`config.mk`:
```
export PLATFORM = sky130hd
export DESIGN_NAME = stamped_event_fifo_top_flat
export DESIGN_NICKNAME = d
export VERILOG_FILES = /design/src/rtl/core/sef_pkg.sv /design/src/rtl/core/sef_if.sv /design/src/rtl/core/stamped_event_fifo_top.sv /design/src/rtl/core/sef_cell.sv /design/src/flat_wrapper.sv
export SDC_FILE = /design/constraint.sdc
export NUM_CORES = 1
export LEC_CHECK = 0
export BUFFER_PORTS_ARGS = -buffer_cell sky130_fd_sc_hd__buf_4
export CAP_MARGIN = 40
export CORE_ASPECT_RATIO = 2
export CORE_MARGIN = 2
export CORE_UTILIZATION = 30
export DETAILED_ROUTE_END_ITERATION = 10
export GPL_TIMING_DRIVEN = 0
export SYNTH_ARGS = -nofsm -noshare
export SYNTH_HDL_FRONTEND = slang
export SYNTH_SLANG_ARGS = --single-unit
```
`constraint.sdc`:
```
create_clock -name clock -period 9.8 [get_ports clock]
set_input_delay 0.49 -clock clock [delete_from_list [all_inputs] [get_ports clock]]
set_output_delay 0.49 -clock clock [all_outputs]
set_load 0.005 [all_outputs]
```
`src/rtl/core/sef_pkg.sv`:
```
// sef_pkg: shared types and constants for the stamped event queue
// no dependencies; used by the queue cell and the top level
package sef_pkg;

   // operation codes carried in the request
   typedef enum logic [1:0] {
      OP_PUSH = 2'd0,
      OP_PEEK = 2'd1,
      OP_POP  = 2'd2,
      OP_NOP  = 2'd3
   } opcode_type;

   // event kind codes
   localparam logic [1:0] KIND_UNKNOWN = 2'd0;
   localparam logic [1:0] KIND_DRY     = 2'd1;
   localparam logic [1:0] KIND_WET     = 2'd2;
   localparam logic [1:0] KIND_INVALID = 2'd3;

   // highest accepted confidence percent
   localparam logic [7:0] CONF_LIMIT = 8'd100;

   // one stored event
   typedef struct packed {
      logic [31:0] stamp;
      logic [15:0] sequence_num;
      logic [1:0]  kind;
      logic [6:0]  first_conf;
      logic [6:0]  second_conf;
      logic        stamp_known;
      logic        stage_two_known;
   } entry_type;

   // control broadcast to every queue cell
   typedef struct packed {
      logic push;
      logic pop;
   } cell_ctl_type;

endpackage

```
`src/rtl/core/sef_if.sv`:
```
// sef_if: request and response channel interfaces with valid/ready handshake
// depends on no other file
interface sef_req_if;
   logic        valid;
   logic        ready;
   logic [1:0]  opcode;
   logic [31:0] time_seconds;
   logic        time_known;
   logic [1:0]  kind_code;
   logic [7:0]  first_confidence;
   logic [7:0]  second_confidence;

   modport source (
      output valid, opcode, time_seconds, time_known, kind_code,
             first_confidence, second_confidence,
      input  ready
   );
   modport sink (
      input  valid, opcode, time_seconds, time_known, kind_code,
             first_confidence, second_confidence,
      output ready
   );
endinterface

interface sef_rsp_if #(
   parameter int FILL_W = 5
);
   logic              valid;
   logic              ready;
   logic              success;
   logic [31:0]       head_time;
   logic [15:0]       head_sequence;
   logic [1:0]        head_kind;
   logic [6:0]        head_first_conf;
   logic [6:0]        head_second_conf;
   logic              head_time_known;
   logic              head_stage_two_known;
   logic [FILL_W-1:0] fill_level;
   logic [31:0]       drop_total;
   logic [15:0]       upcoming_sequence;

   modport source (
      output valid, success, head_time, head_sequence, head_kind, head_first_conf,
             head_second_conf, head_time_known, head_stage_two_known, fill_level,
             drop_total, upcoming_sequence,
      input  ready
   );
   modport sink (
      input  valid, success, head_time, head_sequence, head_kind, head_first_conf,
             head_second_conf, head_time_known, head_stage_two_known, fill_level,
             drop_total, upcoming_sequence,
      output ready
   );
endinterface

```
`src/rtl/core/stamped_event_fifo_top.sv`:
```
// stamped_event_fifo_top: time-stamped event queue built from a row of shifting cells
// depends on sef_pkg, sef_if (sef_req_if, sef_rsp_if) and sef_cell
//
// Usage:
//   req_chan carries one operation per transfer: push an event, peek at the head,
//   pop the head, or no operation. rsp_chan returns exactly one result per request,
//   in order: success flag, head fields (nonzero only on a successful peek), and
//   the fill level, drop total and next sequence number after the operation.
//   A push with kind 3 or a confidence above 100 is refused without counting a
//   drop; a push into a full queue bumps the wrapping 32-bit drop counter.
//   A result is registered and appears in the cycle after its request transfer.
//   Throughput: one request per cycle unless rsp_chan stalls; every cell
//   updates in the same cycle; pushes fill the first empty cell, pops shift by one.
//   Reset empties the queue and clears the counters; stored payloads are kept.
//   When the receiver stalls, the result register holds its value and req_chan
//   still takes a request in the cycle the pending result is taken.
//   The rsp_chan instance must use FILL_W = $clog2(QUEUE_SLOTS + 1).
module stamped_event_fifo_top #(
   parameter int QUEUE_SLOTS = 16
) (
   input  logic      clock,
   input  logic      reset,
   sef_req_if.sink   req_chan,
   sef_rsp_if.source rsp_chan
);
   import sef_pkg::*;

   localparam int FILL_W = $clog2(QUEUE_SLOTS + 1);

   logic                 req_xfer;
   opcode_type           op;
   logic                 push_legal;
   logic                 full;
   logic                 empty;
   logic                 push_ok;
   logic                 drop_hit;
   logic                 peek_ok;
   logic                 pop_ok;
   cell_ctl_type         ctl;
   entry_type            push_entry;
   logic                 cell_valid [QUEUE_SLOTS];
   entry_type            cell_entry [QUEUE_SLOTS];

   logic [FILL_W-1:0]    count_ff;
   logic [FILL_W-1:0]    count_in;
   logic [15:0]          seq_ff;
   logic [15:0]          seq_in;
   logic [31:0]          drop_ff;
   logic [31:0]          drop_in;

   logic                 rsp_valid_ff;
   logic                 rsp_valid_in;
   logic                 success_ff;
   logic                 success_in;
   entry_type            head_ff;
   entry_type            head_in;

   // request handshake: take a request whenever the result slot frees up
   assign req_chan.ready = !rsp_valid_ff || rsp_chan.ready;
   assign req_xfer       = req_chan.valid && req_chan.ready;
   assign op             = opcode_type'(req_chan.opcode);

   assign full  = cell_valid[QUEUE_SLOTS-1];
   assign empty = !cell_valid[0];

   assign push_legal = (req_chan.kind_code != KIND_INVALID)
                    && (req_chan.first_confidence <= CONF_LIMIT)
                    && (req_chan.second_confidence <= CONF_LIMIT);

   // operation decode
   always_comb begin
      push_ok  = 1'b0;
      drop_hit = 1'b0;
      peek_ok  = 1'b0;
      pop_ok   = 1'b0;
      if (req_xfer) begin
         case (op)
            OP_PUSH: begin
               push_ok  = push_legal && !full;
               drop_hit = push_legal && full;
            end
            OP_PEEK: begin
               peek_ok = !empty;
            end
            OP_POP: begin
               pop_ok = !empty;
            end
            default: begin
               push_ok = 1'b0;
            end
         endcase
      end
   end

   assign ctl.push = push_ok;
   assign ctl.pop  = pop_ok;

   // entry built from the incoming push
   always_comb begin
      push_entry.stamp           = req_chan.time_seconds;
      push_entry.sequence_num    = seq_ff;
      push_entry.kind            = req_chan.kind_code;
      push_entry.first_conf      = req_chan.first_confidence[6:0];
      push_entry.second_conf     = req_chan.second_confidence[6:0];
      push_entry.stamp_known     = req_chan.time_known;
      push_entry.stage_two_known = (req_chan.kind_code == KIND_DRY)
                                || (req_chan.kind_code == KIND_WET);
   end

   // row of cells, head at index 0
   for (genvar i = 0; i < QUEUE_SLOTS; i++) begin : g_cell
      logic      prev_valid;
      logic      next_valid;
      entry_type next_entry;

      if (i == 0) begin : g_head
         assign prev_valid = 1'b1;
      end else begin : g_body
         assign prev_valid = cell_valid[i-1];
      end

      if (i == QUEUE_SLOTS - 1) begin : g_tail
         assign next_valid = 1'b0;
         assign next_entry = push_entry;
      end else begin : g_link
         assign next_valid = cell_valid[i+1];
         assign next_entry = cell_entry[i+1];
      end

      sef_cell u_cell (
         .clock      (clock),
         .reset      (reset),
         .ctl        (ctl),
         .prev_valid (prev_valid),
         .next_valid (next_valid),
         .next_entry (next_entry),
         .push_entry (push_entry),
         .valid      (cell_valid[i]),
         .entry      (cell_entry[i])
      );
   end

   // counters
   always_comb begin
      count_in = count_ff;
      seq_in   = seq_ff;
      drop_in  = drop_ff;
      if (push_ok) begin
         count_in = count_ff + FILL_W'(1);
         seq_in   = seq_ff + 16'd1;
      end else if (pop_ok) begin
         count_in = count_ff - FILL_W'(1);
      end
      if (drop_hit) begin
         drop_in = drop_ff + 32'd1;
      end
   end

   // result register next state
   always_comb begin
      rsp_valid_in = rsp_valid_ff;
      success_in   = success_ff;
      head_in      = head_ff;
      if (rsp_chan.ready) begin
         rsp_valid_in = 1'b0;
      end
      if (req_xfer) begin
         rsp_valid_in = 1'b1;
         success_in   = push_ok || peek_ok || pop_ok;
         head_in      = peek_ok ? cell_entry[0] : '0;
      end
   end

   always_ff @(posedge clock) begin
      if (reset) begin
         count_ff     <= '0;
         seq_ff       <= '0;
         drop_ff      <= '0;
         rsp_valid_ff <= 1'b0;
      end else begin
         count_ff     <= count_in;
         seq_ff       <= seq_in;
         drop_ff      <= drop_in;
         rsp_valid_ff <= rsp_valid_in;
      end
   end

   always_ff @(posedge clock) begin
      success_ff <= success_in;
      head_ff    <= head_in;
   end

   // result outputs; status fields track the state after the last transfer
   assign rsp_chan.valid                = rsp_valid_ff;
   assign rsp_chan.success              = success_ff;
   assign rsp_chan.head_time            = head_ff.stamp;
   assign rsp_chan.head_sequence        = head_ff.sequence_num;
   assign rsp_chan.head_kind            = head_ff.kind;
   assign rsp_chan.head_first_conf      = head_ff.first_conf;
   assign rsp_chan.head_second_conf     = head_ff.second_conf;
   assign rsp_chan.head_time_known      = head_ff.stamp_known;
   assign rsp_chan.head_stage_two_known = head_ff.stage_two_known;
   assign rsp_chan.fill_level           = count_ff;
   assign rsp_chan.drop_total           = drop_ff;
   assign rsp_chan.upcoming_sequence    = seq_ff;

endmodule

```
`src/rtl/core/sef_cell.sv`:
```
// sef_cell: one slot of the shifting event queue
// depends on sef_pkg; the head cell sits at index 0 and pops pull from the neighbor behind
module sef_cell (
   input  logic                 clock,
   input  logic                 reset,
   input  sef_pkg::cell_ctl_type ctl,
   input  logic                 prev_valid,
   input  logic                 next_valid,
   input  sef_pkg::entry_type   next_entry,
   input  sef_pkg::entry_type   push_entry,
   output logic                 valid,
   output sef_pkg::entry_type   entry
);
   import sef_pkg::*;

   logic      valid_ff;
   logic      valid_in;
   entry_type entry_ff;
   entry_type entry_in;
   logic      take_push;

   // this cell is the first empty one behind the occupied run
   assign take_push = ctl.push && prev_valid && !valid_ff;

   // next state: shift toward head on pop, load at the tail on push
   always_comb begin
      valid_in = valid_ff;
      entry_in = entry_ff;
      if (ctl.pop) begin
         valid_in = next_valid;
         entry_in = next_entry;
      end else if (take_push) begin
         valid_in = 1'b1;
         entry_in = push_entry;
      end
   end

   always_ff @(posedge clock) begin
      if (reset) begin
         valid_ff <= 1'b0;
      end else begin
         valid_ff <= valid_in;
      end
   end

   // payload holds no reset
   always_ff @(posedge clock) begin
      entry_ff <= entry_in;
   end

   assign valid = valid_ff;
   assign entry = entry_ff;

endmodule
```
`src/flat_wrapper.sv`:
```
// flat-port wrapper written by rule: the top's interface ports become plain ports
module stamped_event_fifo_top_flat import sef_pkg::*;
#(
   parameter int QUEUE_SLOTS = 16
)
  (clock, reset, req_chan_valid, req_chan_opcode, req_chan_time_seconds, req_chan_time_known, req_chan_kind_code, req_chan_first_confidence, req_chan_second_confidence, req_chan_ready, rsp_chan_valid, rsp_chan_success, rsp_chan_head_time, rsp_chan_head_sequence, rsp_chan_head_kind, rsp_chan_head_first_conf, rsp_chan_head_second_conf, rsp_chan_head_time_known, rsp_chan_head_stage_two_known, rsp_chan_fill_level, rsp_chan_drop_total, rsp_chan_upcoming_sequence, rsp_chan_ready);
  sef_req_if req_chan_i ();
  sef_rsp_if rsp_chan_i ();
  input  logic clock;
  input  logic reset;
  input wire logic [$bits(req_chan_i.valid)-1:0] req_chan_valid;
  input wire logic [$bits(req_chan_i.opcode)-1:0] req_chan_opcode;
  input wire logic [$bits(req_chan_i.time_seconds)-1:0] req_chan_time_seconds;
  input wire logic [$bits(req_chan_i.time_known)-1:0] req_chan_time_known;
  input wire logic [$bits(req_chan_i.kind_code)-1:0] req_chan_kind_code;
  input wire logic [$bits(req_chan_i.first_confidence)-1:0] req_chan_first_confidence;
  input wire logic [$bits(req_chan_i.second_confidence)-1:0] req_chan_second_confidence;
  output wire logic [$bits(req_chan_i.ready)-1:0] req_chan_ready;
  output wire logic [$bits(rsp_chan_i.valid)-1:0] rsp_chan_valid;
  output wire logic [$bits(rsp_chan_i.success)-1:0] rsp_chan_success;
  output wire logic [$bits(rsp_chan_i.head_time)-1:0] rsp_chan_head_time;
  output wire logic [$bits(rsp_chan_i.head_sequence)-1:0] rsp_chan_head_sequence;
  output wire logic [$bits(rsp_chan_i.head_kind)-1:0] rsp_chan_head_kind;
  output wire logic [$bits(rsp_chan_i.head_first_conf)-1:0] rsp_chan_head_first_conf;
  output wire logic [$bits(rsp_chan_i.head_second_conf)-1:0] rsp_chan_head_second_conf;
  output wire logic [$bits(rsp_chan_i.head_time_known)-1:0] rsp_chan_head_time_known;
  output wire logic [$bits(rsp_chan_i.head_stage_two_known)-1:0] rsp_chan_head_stage_two_known;
  output wire logic [$bits(rsp_chan_i.fill_level)-1:0] rsp_chan_fill_level;
  output wire logic [$bits(rsp_chan_i.drop_total)-1:0] rsp_chan_drop_total;
  output wire logic [$bits(rsp_chan_i.upcoming_sequence)-1:0] rsp_chan_upcoming_sequence;
  input wire logic [$bits(rsp_chan_i.ready)-1:0] rsp_chan_ready;
  assign req_chan_i.valid = req_chan_valid;
  assign req_chan_i.opcode = req_chan_opcode;
  assign req_chan_i.time_seconds = req_chan_time_seconds;
  assign req_chan_i.time_known = req_chan_time_known;
  assign req_chan_i.kind_code = req_chan_kind_code;
  assign req_chan_i.first_confidence = req_chan_first_confidence;
  assign req_chan_i.second_confidence = req_chan_second_confidence;
  assign req_chan_ready = req_chan_i.ready;
  assign rsp_chan_valid = rsp_chan_i.valid;
  assign rsp_chan_success = rsp_chan_i.success;
  assign rsp_chan_head_time = rsp_chan_i.head_time;
  assign rsp_chan_head_sequence = rsp_chan_i.head_sequence;
  assign rsp_chan_head_kind = rsp_chan_i.head_kind;
  assign rsp_chan_head_first_conf = rsp_chan_i.head_first_conf;
  assign rsp_chan_head_second_conf = rsp_chan_i.head_second_conf;
  assign rsp_chan_head_time_known = rsp_chan_i.head_time_known;
  assign rsp_chan_head_stage_two_known = rsp_chan_i.head_stage_two_known;
  assign rsp_chan_fill_level = rsp_chan_i.fill_level;
  assign rsp_chan_drop_total = rsp_chan_i.drop_total;
  assign rsp_chan_upcoming_sequence = rsp_chan_i.upcoming_sequence;
  assign rsp_chan_i.ready = rsp_chan_ready;
  stamped_event_fifo_top #(.QUEUE_SLOTS(QUEUE_SLOTS)) u_core (.clock(clock), .reset(reset), .req_chan(req_chan_i), .rsp_chan(rsp_chan_i));
endmodule
```
**Word-level counts from Yosys, hierarchy flattened**

Index checks and enable logic that the tools add are counted.

- Memories: 0
- Register bits after elaboration: 1193
- Bits of input ports: 57
- Bits in writable memories: 0
- Logic and storage cells: 302
- Memory bits (read-only): 0
- Bits in latches: 0

- Bitwise gates (word level): 0
- Shifts and indexed selects: 0
- Divide/modulo/power cells: 0
- Reduce and logical (&&, ||, !) cells: 77
- Multipliers: 0
- Add/subtract/negate cells: 4
- Muxes and demuxes: 74
- $lt $le $gt $ge: 2
- Equal/unequal tests: 5

Operator list:

| cell | count |
|---|---|
| $mux 66 | 32 |
| $mux 1 | 40 |
| $logic_and 1x1->1 | 36 |
| $reduce_bool 2->1 | 18 |
| $add 32x1->32 const B | 1 |
| $logic_not 1->1 | 17 |
| $add 16x1->16 const B | 1 |
| $le 8x7->1 const B | 2 |
| $mux 5 | 2 |
| $add 5x1->5 const B | 1 |
| $sub 5x1->5 const B | 1 |
| $eq 2x1->1 const B | 2 |
| $eq 2x2->1 const B | 2 |
| $logic_or 1x1->1 | 4 |
| $logic_not 2->1 | 1 |
| $ne 2x2->1 const B | 1 |
| $reduce_or 2->1 | 1 |

**Longest topological paths before layout**

Gate-level depths: netlist (run 1).

- Word-level depth: 10
- Mapped depth: 13
- Mapped depth without buffers: 11

**Modules after synthesis**

From an unflattened synthesis (run 1), not the netlist that was laid out.

- Cells, all modules: 2832
- Area, all modules: 51406.8 µm²

Modules (own cells, without submodules):

| module | area an instance (µm²) | cells an instance | instances |
|---|---|---|---|
| sef_cell | 2876.5 | 146 | 16 |
| stamped_event_fifo_top | 5382.7 | 496 | 1 |

**Worst setup path before layout (run 1)**

No wires, ideal clock.

- Path type: input -> register
- Start point: input port req_chan_kind_code[0]
- End point: register u_core.g_cell[13].u_cell.entry_ff, in the netlist u_core.g_cell[13].u_cell.entry[0] (enable)
- Stages on the path: 8
- Slack: 2.648 ns
- Data arrival time: 6.570 ns
- Data required time: 9.219 ns
- Path buffers: 2
- Setup time: 0.581 ns
- Cells stage by stage: ha_1 -> nor4_4 -> nand4b_2 -> nor4_2 -> buf_2 -> buf_2 -> nand2_1 -> o21ai_0

- Word-level cells in the longest chain between the ends: 9

RTL lines:

| what | line | text |
|---|---|---|
| from (decl) | flat_wrapper.sv:15 | `input wire logic [$bits(req_chan_i.kind_code)-1:0] req_chan_kind_code;` |
| $ne 2x2->1 | stamped_event_fifo_top.sv:66 | `assign push_legal = (req_chan.kind_code != KIND_INVALID)` |
| $logic_and 1x1->1 | stamped_event_fifo_top.sv:67 | `&& (req_chan.first_confidence <= CONF_LIMIT)` |
| $logic_and 1x1->1 | stamped_event_fifo_top.sv:68 | `&& (req_chan.second_confidence <= CONF_LIMIT);` |
| $logic_and 1x1->1 | stamped_event_fifo_top.sv:79 | `push_ok = push_legal && !full;` |
| $mux 1 | stamped_event_fifo_top.sv:77 | `case (op)` |
| $mux 1 | stamped_event_fifo_top.sv:76 | `if (req_xfer) begin` |
| $logic_and 1x1->1 (2 in series) | sef_cell.sv:23 | `assign take_push = ctl.push && prev_valid && !valid_ff;` |
| $reduce_bool 2->1 (no line) | n/a |  |
| to (signal assigned) | sef_cell.sv:48 | `entry_ff <= entry_in;` |
| to (decl) | sef_cell.sv:18 | `entry_type entry_ff;` |

No other way between the ends.
A chain may end at the register's enable or synchronous reset.

**Worst setup path after layout (run 1)**

- Start point: input port req_chan_kind_code[0]
- End point: register u_core.count_ff[4], in the netlist u_core.rsp_chan.fill_level[4]

- Word-level cells in the longest chain between the ends: 7
- Elaborated cells on any way between the ends: 8
- Classes of those cells: eq/ne: 1; mux: 3; reduce/logical: 4

RTL lines:

| what | line | text |
|---|---|---|
| $ne 2x2->1 * | stamped_event_fifo_top.sv:66 |  |
| $logic_and 1x1->1 * | stamped_event_fifo_top.sv:67 |  |
| $logic_and 1x1->1 * | stamped_event_fifo_top.sv:68 |  |
| $logic_and 1x1->1 * | stamped_event_fifo_top.sv:79 |  |
| $mux 1 * | stamped_event_fifo_top.sv:77 |  |
| $mux 1 * | stamped_event_fifo_top.sv:76 |  |
| $mux 5 / $reduce_bool 2->1 (equally long branches) | n/a |  |
| to (signal assigned) | stamped_event_fifo_top.sv:181 | `count_ff <= count_in;` |
| to (decl) | stamped_event_fifo_top.sv:44 | `logic [FILL_W-1:0] count_ff;` |

Every way passes the cells marked *; elsewhere a longest branch is shown, timed or not.

==> results of run 1 <==
==> metal layers <==
layer / GRT usage (%) / up-vias / wire (um)
met5: 0 / - / 0
met4: 3.76 / 0 / 2330
met3: 1.63 / 128 / 3130
met2: 23.2 / 373 / 52500
met1: 11.9 / 11992 / 34000
li1: - / 11941 / -
==> worst max-delay path, cell delays in order <==
cell	delay (ns)
dlygate4sd3_1	0.53
buf_4	0.15
ha_1	0.23
nor4_4	0.24
nand4b_2	0.19
nor4_2	0.56
inv_2	0.16
buf_6	0.19
clkbuf_1	0.34
ha_1	0.45
a21o_1	0.17
a21oi_1	0.18
mux2i_1	0.28
mux2_2	0.35
==> worst min-delay path by stage <==
| stage | to | depth (start not counted) | slack [ns] |
|---|---|---|---|
| 5_1_grt | u_core.g_cell[15].u_cell.entry[5] | 1 | 0.02 |
| 4_1_cts | u_core.g_cell[15].u_cell.entry[5] | 1 | 0.02 |
| 3_5_place_dp | u_core.rsp_chan.drop_total[16] | 2 | 0.49 |
| 6_report | u_core.g_cell[15].u_cell.entry[5] | 1 | 0.06 |
| 3_3_place_gp | u_core.rsp_chan.drop_total[16] | 2 | 0.48 |
| 2_1_floorplan | u_core.g_cell[15].u_cell.entry[33] | 0 | 0.46 |
==> flip-flops by register name (all words and copies together), names as in the netlist <==
signal                                count
u_core.rsp_chan.head_kind                 2
u_core.rsp_chan.success                   1
u_core.rsp_chan.head_time                32
u_core.rsp_chan.head_first_conf           7
u_core.rsp_chan.fill_level                5
u_core.rsp_chan.head_second_conf          7
u_core.rsp_chan.drop_total               32
u_core.rsp_chan.head_sequence            16
u_core.rsp_chan.head_stage_two_known      1
u_core.g_cell.u_cell.valid               16
u_core.g_cell.u_cell.entry             1056
u_core.rsp_chan.upcoming_sequence        16
u_core.rsp_chan.head_time_known           1
u_core.rsp_chan.valid                     1
==> stage by stage <==
stage	cells	instance area (sq um)	util [%]	total power, W
finish	5484	55500	35.9	0.0101
global route	5484	55500	35.9	0.0105
CTS	5483	55500	35.9	0.0103
detailed placement	5249	51500	33.4	0.00598
global placement	5205	50600	32.8	0.00596
floorplan	2967	46700	-	0.00587
==> power by group through the flow <==
stage	clock network [W]	registers, W	logic (W)
finish	0.00424	0.00558	0.000295
CTS	0.00438	0.00558	0.000303
global route	0.00455	0.00558	0.000333
floorplan	0	0.00569	0.000180
global placement	0	0.00570	0.000265
detailed placement	0	0.00569	0.000284
==> cell usage after synthesis, types with 16 or more instances <==
| master | instances |
|---|---|
| edfxtp_1 | 1123 |
| a21o_1 | 993 |
| a211oi_1 | 16 |
| or4_1 | 30 |
| buf_2 | 31 |
| nand3_1 | 21 |
| a21oi_1 | 50 |
| o21ai_0 | 29 |
| dfxtp_1 | 70 |
| clkbuf_1 | 250 |
| and2_1 | 95 |
| and2_0 | 37 |
| o31ai_1 | 28 |
| buf_4 | 16 |
| nand2_1 | 43 |
| nor2_1 | 42 |
==> logic make-up (layout without fill, tap and decap cells) <==
| kind of cell | Yosys count | count (layout) | synth area share [%] |
|---|---|---|---|
| xor gates and xnor gates | 4 | 4 | 0.0751 |
| and+or+nand+nor | 321 | 321 | 3.93 |
| other | 0 | 1 | 0 |
| DFF | 1193 | 1193 | 75.3 |
| buffers and inverters | 315 | 771 | 2.76 |
| muxes | 4 | 4 | 0.0938 |
| adders and majority gates | 7 | 7 | 0.204 |
| AOI/OAI and AO/OA | 1123 | 1123 | 17.7 |
==> layout make-up <==
cell class              instances  area, sq um
plain buffers                 302         1240
clock inverters                79         1000
flip-flops and latches       1193        35100
diodes                          1         2.50
well taps                    2060         2580
repair buffers                270         2580
inverters                      13         48.8
fillers                     14613        98900
clock buffers                 107         2510
multi-input cells            1459        10400
==> results.sh, run 1 <==
export IMPL_synth_edf_count=1123
export IMPL_syn_area_per_cell_sq_um=15.7
export IMPL_vias_per_cell=4.46
export IMPL_cp_start_kind="input port"
export IMPL_grt_pass1_vias=26114
export IMPL_synth_area_sq_um=46700
export IMPL_power_density_nw_per_um2=182
export IMPL_grt_max_degree=40
export IMPL_hold_viol_final=0
export IMPL_p_sw_share_pct=19.7
export IMPL_period_share_pct=40.5
export IMPL_syn_num_nets=3031
export IMPL_setup_viol=0
export IMPL_boundaryPins=179
export IMPL_finalSetupTns_ns=0
export IMPL_seqPwrFrac_pct=55.1
export IMPL_postRouteAntennaNets=0
export IMPL_status="finished, final reports clean"
export IMPL_drive_above_1_share_pct=13.2
export IMPL_synth_top_flop_cell="edfxtp_1"
export IMPL_cp_startpoint="req_chan_kind_code[0]"
export IMPL_yosysWarnings=0
export IMPL_drt_iter0_drc=1210
export IMPL_portBuffers=178
export IMPL_rr_startpoint="u_core.rsp_chan.valid"
export IMPL_layout_commonest_cell="edfxtp_1"
export IMPL_crit_end="u_core.rsp_chan.fill_level[4]"
export IMPL_synthCells=2967
export IMPL_timing_rr_end="u_core.rsp_chan.fill_level[4]"
export IMPL_critPathArrivalTime_ns=4.53
export IMPL_hp_start="req_chan_second_confidence[3]"
export IMPL_fin_nets=3401
export IMPL_period_needed_ns=3.97
export IMPL_clkPwrFrac_pct=41.9
export IMPL_seq_area_frac_synth_pct=75.3
export IMPL_peakVddDrop_uv=132
export IMPL_rows=204
export IMPL_cts_tree="yes"
export IMPL_worst_path_max_fanout=12
export IMPL_cts_path_max_buffers=3
export IMPL_synth_seq_cells=1193
export IMPL_ys_async_sr_fraction_pct=0
export IMPL_syn_to_final_growth_pct=18.9
export IMPL_cap_viol_max_count=0
export IMPL_cts_resized=0
export IMPL_grt_pass1_wl_um=144000
export IMPL_power_net_switching_w=0.00200
export IMPL_preCtsSetupSlack_ns=5.46
export IMPL_slew_headroom_pct=46.4
export IMPL_die_h_um=562
export IMPL_clock_skew_ns=0.0242
export IMPL_drv_slew=0
export IMPL_clk_root_buffer_cell="clkbuf_16"
export IMPL_cts_made_buffers=98
export IMPL_cts_sinks=1193
export IMPL_hold_path_class="in -> reg"
export IMPL_cts_setup_buffers=0
export IMPL_whs_ns=0.0563
export IMPL_drc=0
export IMPL_drt_total_wl_um=92000
export IMPL_antenna_found_initial=1
export IMPL_die_area_sq_um=159000
export IMPL_dp_hpwl_um=70000
export IMPL_clk_latency_ns=0.68
export IMPL_start_util_pct=30.2
export IMPL_worst_slack_ns=5.83
export IMPL_p_int_w=0.00812
export IMPL_r2r_slack_ns=6.30
export IMPL_chipWidth_um=283
export IMPL_combPwrFrac_pct=2.9
export IMPL_crit_required_ns=10.36
export IMPL_synth_area_leaders="edfxtp_1 (72%), a21o_1 (16%), dfxtp_1 (3.0%), clkbuf_1 (2.0%), and2_1 (1.3%)"
export IMPL_final_cell_mix="edfxtp_1 (1123), a21o_1 (993), clkbuf_1 (258), buf_4 (194), clkbuf_16 (99)"
export IMPL_routedWlPerCell_um=16.8
export IMPL_reg2regPathDepth=11
export IMPL_core_sq_um=154000
export IMPL_cts_hold_buffers_added=48
export IMPL_worst_setup_path_type="in -> reg"
export IMPL_gp_congestion=0.762
export IMPL_fmax_mhz=252
export IMPL_synth_top_cell_by_area="edfxtp_1"
export IMPL_grt_setup_unrepaired="no"
export IMPL_power_leakage_nw=23.8
export IMPL_htree_levels=3
export IMPL_cp_end_kind="flop"
export IMPL_grt_usage_pct=11.5
export IMPL_synth_top_area_share_pct=72.3
export IMPL_via_count=24434
export IMPL_worst_pin_slew_ns=0.804
export IMPL_drt_pass1_iterations=5
export IMPL_clk_pin_slew_ns=0.07
export IMPL_overflow=0
export IMPL_yosys_cell_types_count=44
Note: power is estimated with default switching activity, not from simulation.
==> inputs of run 2 (changes only) <==
==> constraint.sdc (replaced) <==
create_clock -name clock -period 3.38 [get_ports clock]
set_input_delay 0.169 -clock clock [delete_from_list [all_inputs] [get_ports clock]]
set_output_delay 0.169 -clock clock [all_outputs]
set_load 0.005 [all_outputs]
==> run 2 against run 1 <==
Sequential share of layout area about the same. Clock power rose to 2.9 times the previous value. Cell count about the same.
==> results.sh, run 2 (same netlist as run 1, synthesis figures left out) <==
export IMPL_status="finished, final reports clean"
export IMPL_clk_pin_slew_ns=0.07
export IMPL_drv_slew=0
export IMPL_die_area_sq_um=159000
export IMPL_grt_pass1_wl_um=145000
export IMPL_dp_hpwl_um=69800
export IMPL_drive_above_1_share_pct=13.2
export IMPL_clk_latency_ns=0.70
export IMPL_layout_cells_non_filler=5487
export IMPL_clk_root_buffer_cell="clkbuf_16"
export IMPL_cp_common_cell="clkbuf_4"
export IMPL_cts_tree="yes"
export IMPL_final_area_sq_um=55500
export IMPL_overflow=0
export IMPL_drc=0
export IMPL_worst_path_max_fanout=11
export IMPL_final_core_util_pct=35.9
export IMPL_crit_required_ns=3.96
export IMPL_fin_nets=3405
export IMPL_rr_startpoint="u_core.rsp_chan.valid"
export IMPL_gp_congestion=0.758
export IMPL_final_cell_mix="edfxtp_1 (1123), a21o_1 (993), clkbuf_1 (260), buf_4 (195), clkbuf_16 (101)"
export IMPL_htree_levels=3
export IMPL_hold_path_class="in -> reg"
export IMPL_power_density_nw_per_um2=525
export IMPL_cts_path_max_buffers=3
export IMPL_syn_to_final_growth_pct=18.9
export IMPL_period_share_pct=94.1
export IMPL_worst_pin_slew_ns=0.838
export IMPL_start_util_pct=30.2
export IMPL_slew_headroom_pct=44.1
export IMPL_cap_viol_max_count=0
export IMPL_crit_slowest_cell="mux2_2"
export IMPL_cp_start_kind="flop"
export IMPL_drt_iter0_drc=1121
export IMPL_routedWlPerCell_um=17.0
export IMPL_hp_start="req_chan_kind_code[1]"
export IMPL_drt_pass1_iterations=7
export IMPL_cts_sinks=1193
export IMPL_finalSetupTns_ns=0
export IMPL_via_count=24555
export IMPL_core_sq_um=154000
export IMPL_portBuffers=178
export IMPL_chipWidth_um=283
export IMPL_cp_startpoint="u_core.rsp_chan.valid"
export IMPL_critPathArrivalTime_ns=3.76
export IMPL_rows=204
export IMPL_worst_setup_path_type="reg -> reg"
export IMPL_whs_ns=0.0350
export IMPL_peakVddDrop_uv=453
export IMPL_postRouteAntennaNets=0
export IMPL_layout_commonest_cell="edfxtp_1"
export IMPL_critical_path_cell_chain="nand2b_1 > nand4b_2 > nor4_4 > buf_4 > clkbuf_4 > clkbuf_4 > fa_1 > inv_1 > a21o_1 > a21oi_1 > mux2i_1 > mux2_2"
export IMPL_cts_made_buffers=98
export IMPL_grt_pass1_vias=26036
export IMPL_dp_cells=5250
export IMPL_largest_reg_flops=1056
export IMPL_fmax_mhz=314
export IMPL_antenna_found_initial=1
export IMPL_grt_max_degree=40
export IMPL_drt_total_wl_um=93000
export IMPL_cp_end_kind="flop"
export IMPL_period_needed_ns=3.18
export IMPL_vias_per_cell=4.48
export IMPL_die_h_um=562
export IMPL_hold_viol_final=0
export IMPL_power_leakage_nw=23.8
export IMPL_grt_usage_pct=11.7
export IMPL_boundaryPins=179
export IMPL_setup_viol=0
export IMPL_grt_setup_unrepaired="no"
export IMPL_clock_skew_ns=0.0297
export IMPL_max_stage_delay_ns=0.36
export IMPL_placed_area_sq_um=51500
[run 2: changes by cell type in the layout (fill, tap and decap cells not counted), sizes merged, moves of 2 or more]
| cell | before | now |
|---|---|---|
| bufinv | 20 | 17 |
| clkbuf | 357 | 367 |
| clkinv | 50 | 42 |
| clkinvlp | 3 | 5 |
| dlygate4sd3 | 48 | 52 |
| inv | 19 | 16 |
[run 2: where the power goes]
group / internal (W) / switching, W / total, W
clock: 0.00681 / 0.00527 / 0.0121
combinational: 0.000438 / 0.000428 / 0.000866
sequential: 0.0161 / 0.0000325 / 0.0162
total: 0.0234 / 0.00573 / 0.0291
[run 2: stage by stage]
stage | power, W | setup WS (ns)
3_3_place_gp | 0.0173 | -2.27
4_1_cts | 0.0295 | 0.0292
2_1_floorplan | 0.0170 | -0.395
5_1_grt | 0.0301 | 0.00489
3_5_place_dp | 0.0173 | -0.617
6_report | 0.0291 | 0.199
[run 2: layout make-up]
class | count | area, sq um
clock inverters | 67 | 813
flip-flops and latches | 1193 | 35100
well taps | 2060 | 2580
repair buffers | 276 | 2640
fillers | 14559 | 98900
inverters | 13 | 48.8
diodes | 2 | 5.00
clock buffers | 117 | 2590
multi-input cells | 1459 | 10400
plain buffers | 300 | 1240
[run 2: final timing paths]
| kind | endpoint | slack (ns) | cells after the start |
|---|---|---|---|
| setup / recovery | u_core.rsp_chan.fill_level[4] | 0.20 | 12 |
| hold / removal | u_core.g_cell[15].u_cell.entry[0] | 0.03 | 2 |
| setup reg to reg | u_core.rsp_chan.fill_level[4] | 0.20 | 12 |
| hold reg to reg | u_core.g_cell[9].u_cell.entry[12] | 0.50 | 1 |
[run 2: critical path: cells and delay by family, from the launching register on]
family | cells | cell delay (ns)
compound gates | 2 | 0.35
mux | 2 | 0.65
buf+inv | 4 | 0.78
flops | 1 | 0.33
fa+ha+maj | 1 | 0.24
simple gates | 3 | 0.71
[run 2: routing by layer]
layer  wire [um]  GRT usage [%]  part of all wire, %
met4        2190           3.74                  2.4
met2       53100           23.4                   57
met5           0              0                    0
met3        3280           1.89                  3.5
met1       34400           12.0                   37
[run 2: what timing repair did]
action / in CTS / in global routing
gates resized for setup: 2 / 11
hold endpoints to repair: 51 / 0
hold buffers: 52 / 0
setup endpoints to repair: 579 / 107
setup buffers: 1 / 0
pin swaps: 1 / 0
==> inputs of run 3 (changes only) <==
==> constraint.sdc (replaced) <==
create_clock -name clock -period 3.38 [get_ports clock]
set_input_delay 0.507 -clock clock [delete_from_list [all_inputs] [get_ports clock]]
set_output_delay 0.507 -clock clock [all_outputs]
set_load 0.005 [all_outputs]
==> run 3 against run 2 <==
Cell count down 0.49%. Sequential share of layout area rose by 0.41 points. Total power down 2.3%. Via count is 0.33% lower. Highest routed layer unchanged. Count of clock-buffer cells in the layout shrank 3. Die area did not move. Wire length shrank 0.97%. Sequential power hardly changed. Clock power down 6%. Register-to-register slack better by 0.09 ns. Combinational power shrank 2.5%. Sequential cell count did not move.
==> results.sh, run 3 (same netlist as run 1, synthesis figures left out) <==
export IMPL_gp_congestion=0.748
export IMPL_rr_startpoint="u_core.rsp_chan.valid"
export IMPL_routedWlPerCell_um=16.9
export IMPL_critical_path_cell_chain="dlygate4sd3_1 > buf_4 > o311a_1 > nor4_4 > buf_4 > buf_6 > buf_4 > fa_1 > inv_1 > a21o_1 > a21oi_1 > mux2i_1 > mux2_2"
export IMPL_reg2regPathDepth=12
export IMPL_power_leakage_nw=23.6
export IMPL_worst_path_max_fanout=10
export IMPL_grt_max_degree=36
export IMPL_start_util_pct=30.2
export IMPL_slew_headroom_pct=46.9
export IMPL_drive_above_1_share_pct=12.8
export IMPL_rows=204
export IMPL_cp_end_kind="flop"
export IMPL_final_area_sq_um=55100
export IMPL_portBuffers=178
export IMPL_cpLargestDelayFamily="buffers and inverters"
export IMPL_clock_skew_ns=0.0285
export IMPL_period_needed_ns=3.21
export IMPL_drc=0
export IMPL_hp_start="req_chan_second_confidence[1]"
export IMPL_setup_viol=0
export IMPL_cap_viol_max_count=0
export IMPL_hold_viol_final=0
export IMPL_die_h_um=562
export IMPL_dp_hpwl_um=69900
export IMPL_worst_pin_slew_ns=0.797
export IMPL_grt_pass1_wl_um=144000
export IMPL_hold_depth=1
export IMPL_cp_common_cell="buf_4"
export IMPL_clk_root_buffer_cell="clkbuf_16"
export IMPL_drt_pass1_iterations=5
export IMPL_cp_start_kind="input port"
export IMPL_crit_slowest_cell="dlygate4sd3_1"
export IMPL_worst_path_buf_inv=6
export IMPL_hold_end="u_core.g_cell[15].u_cell.entry[3]"
export IMPL_hold_path_class="in -> reg"
export IMPL_placed_area_sq_um=51500
export IMPL_drt_total_wl_um=92100
export IMPL_grt_pass1_vias=25977
export IMPL_drv_slew=0
export IMPL_r2r_slack_ns=0.29
export IMPL_multi_input_area_sq_um=10400
export IMPL_timing_rr_end="u_core.rsp_chan.fill_level[4]"
export IMPL_cts_path_max_buffers=3
export IMPL_antenna_found_initial=1
export IMPL_htree_levels=3
export IMPL_ff_latch_area_sq_um=35100
export IMPL_drt_iter0_drc=985
export IMPL_fmax_mhz=312
export IMPL_fin_nets=3389
export IMPL_period_share_pct=94.9
export IMPL_final_cell_mix="edfxtp_1 (1123), a21o_1 (993), clkbuf_1 (263), buf_4 (196), clkbuf_16 (99)"
export IMPL_nFillCells=14687
export IMPL_peakVddDrop_uv=374
export IMPL_power_density_nw_per_um2=516
export IMPL_crit_required_ns=3.94
export IMPL_die_area_sq_um=159000
export IMPL_layout_commonest_cell="edfxtp_1"
export IMPL_worst_setup_path_type="in -> reg"
export IMPL_postRouteAntennaNets=0
export IMPL_core_sq_um=154000
export IMPL_clk_pin_slew_ns=0.07
export IMPL_cts_made_buffers=97
export IMPL_syn_to_final_growth_pct=18.1
export IMPL_final_core_util_pct=35.7
export IMPL_whs_ns=0.0482
export IMPL_vias_per_cell=4.48
export IMPL_grt_setup_unrepaired="no"
export IMPL_grt_usage_pct=11.5
export IMPL_critPathArrivalTime_ns=3.77
export IMPL_max_stage_delay_ns=0.56
export IMPL_chipWidth_um=283
export IMPL_largest_reg_flops=1056
export IMPL_cts_sinks=1193
export IMPL_cts_tree="yes"
export IMPL_clk_latency_ns=0.68
export IMPL_boundaryPins=179
export IMPL_via_count=24473
export IMPL_status="finished, final reports clean"
export IMPL_overflow=0
run 3: where the power goes:
part | total [W] | internal, W | switching, W
Sequential | 0.0162 | 0.0161 | 0.0000337
Combinational | 0.000844 | 0.000426 | 0.000417
Clock | 0.0114 | 0.00630 | 0.00513
run 3: layout make-up:
type	count	share of cell area, %
inverter	13	0.0885
buffer	300	2.25
multi-input combinational	1459	19.0
antenna	1	0.00454
clock buffer	114	4.60
sequential	1193	63.7
timing repair buffer	261	4.53
clock inverter	59	1.18
tap	2060	4.68
run 3: per-layer routing:
| layer | up-vias | wire, um | GRT usage [%] |
|---|---|---|---|
| met5 | - | 0 | 0 |
| met4 | 0 | 1570 | 3.23 |
| met3 | 99 | 3440 | 1.67 |
| met2 | 385 | 53300 | 23.5 |
| met1 | 12085 | 33800 | 11.8 |
| li1 | 11904 | - | - |
run 3: worst max-delay path by stage:
stage / start / endpoint / slack, ns / cells after the start
global route: req_chan_first_confidence[3] / u_core.rsp_chan.fill_level[4] / 0.02 / 13
detailed placement: req_chan_second_confidence[0] / u_core.rsp_chan.fill_level[4] / -0.93 / 12
CTS: u_core.rsp_chan.valid / u_core.rsp_chan.head_sequence[14] / 0.09 / 7
global placement: req_chan_second_confidence[0] / u_core.g_cell[0].u_cell.entry[36] / -1.56 / 8
floorplan: req_chan_second_confidence[0] / u_core.g_cell[13].u_cell.entry[0] / -0.01 / 7
finish: req_chan_first_confidence[3] / u_core.rsp_chan.fill_level[4] / 0.17 / 13
run 3: stage by stage:
step	instances	TNS [ns]	setup slack, ns	power, W
floorplan	2967	-0.667	-0.0101	0.0170
global placement	5205	-1682.80	-1.56	0.0173
detailed placement	5250	-632.91	-0.926	0.0173
CTS	5459	0	0.0895	0.0289
global route	5460	0	0.0217	0.0294
finish	5460	0	0.174	0.0284
run 3: timing repair:
action,4_1_cts,5_1_grt
gates cloned,0,0
hold buffers,37,0
endpoints found under the setup margin,584,1
buffers inserted,1,0
endpoints found under the hold margin,37,0
gates resized for setup,3,3
pin swaps,1,0
run 3: worst register-to-register path: cells and delay by family (launching register included):
| family | cells | cell delay [ns] |
|---|---|---|
| adders and majority gates | 1 | 0.24 |
| DFF | 1 | 0.32 |
| muxes | 2 | 0.66 |
| AOI/OAI and AO/OA | 2 | 0.34 |
| buffers and inverters | 4 | 0.65 |
| and+or+nand+nor | 3 | 0.75 |
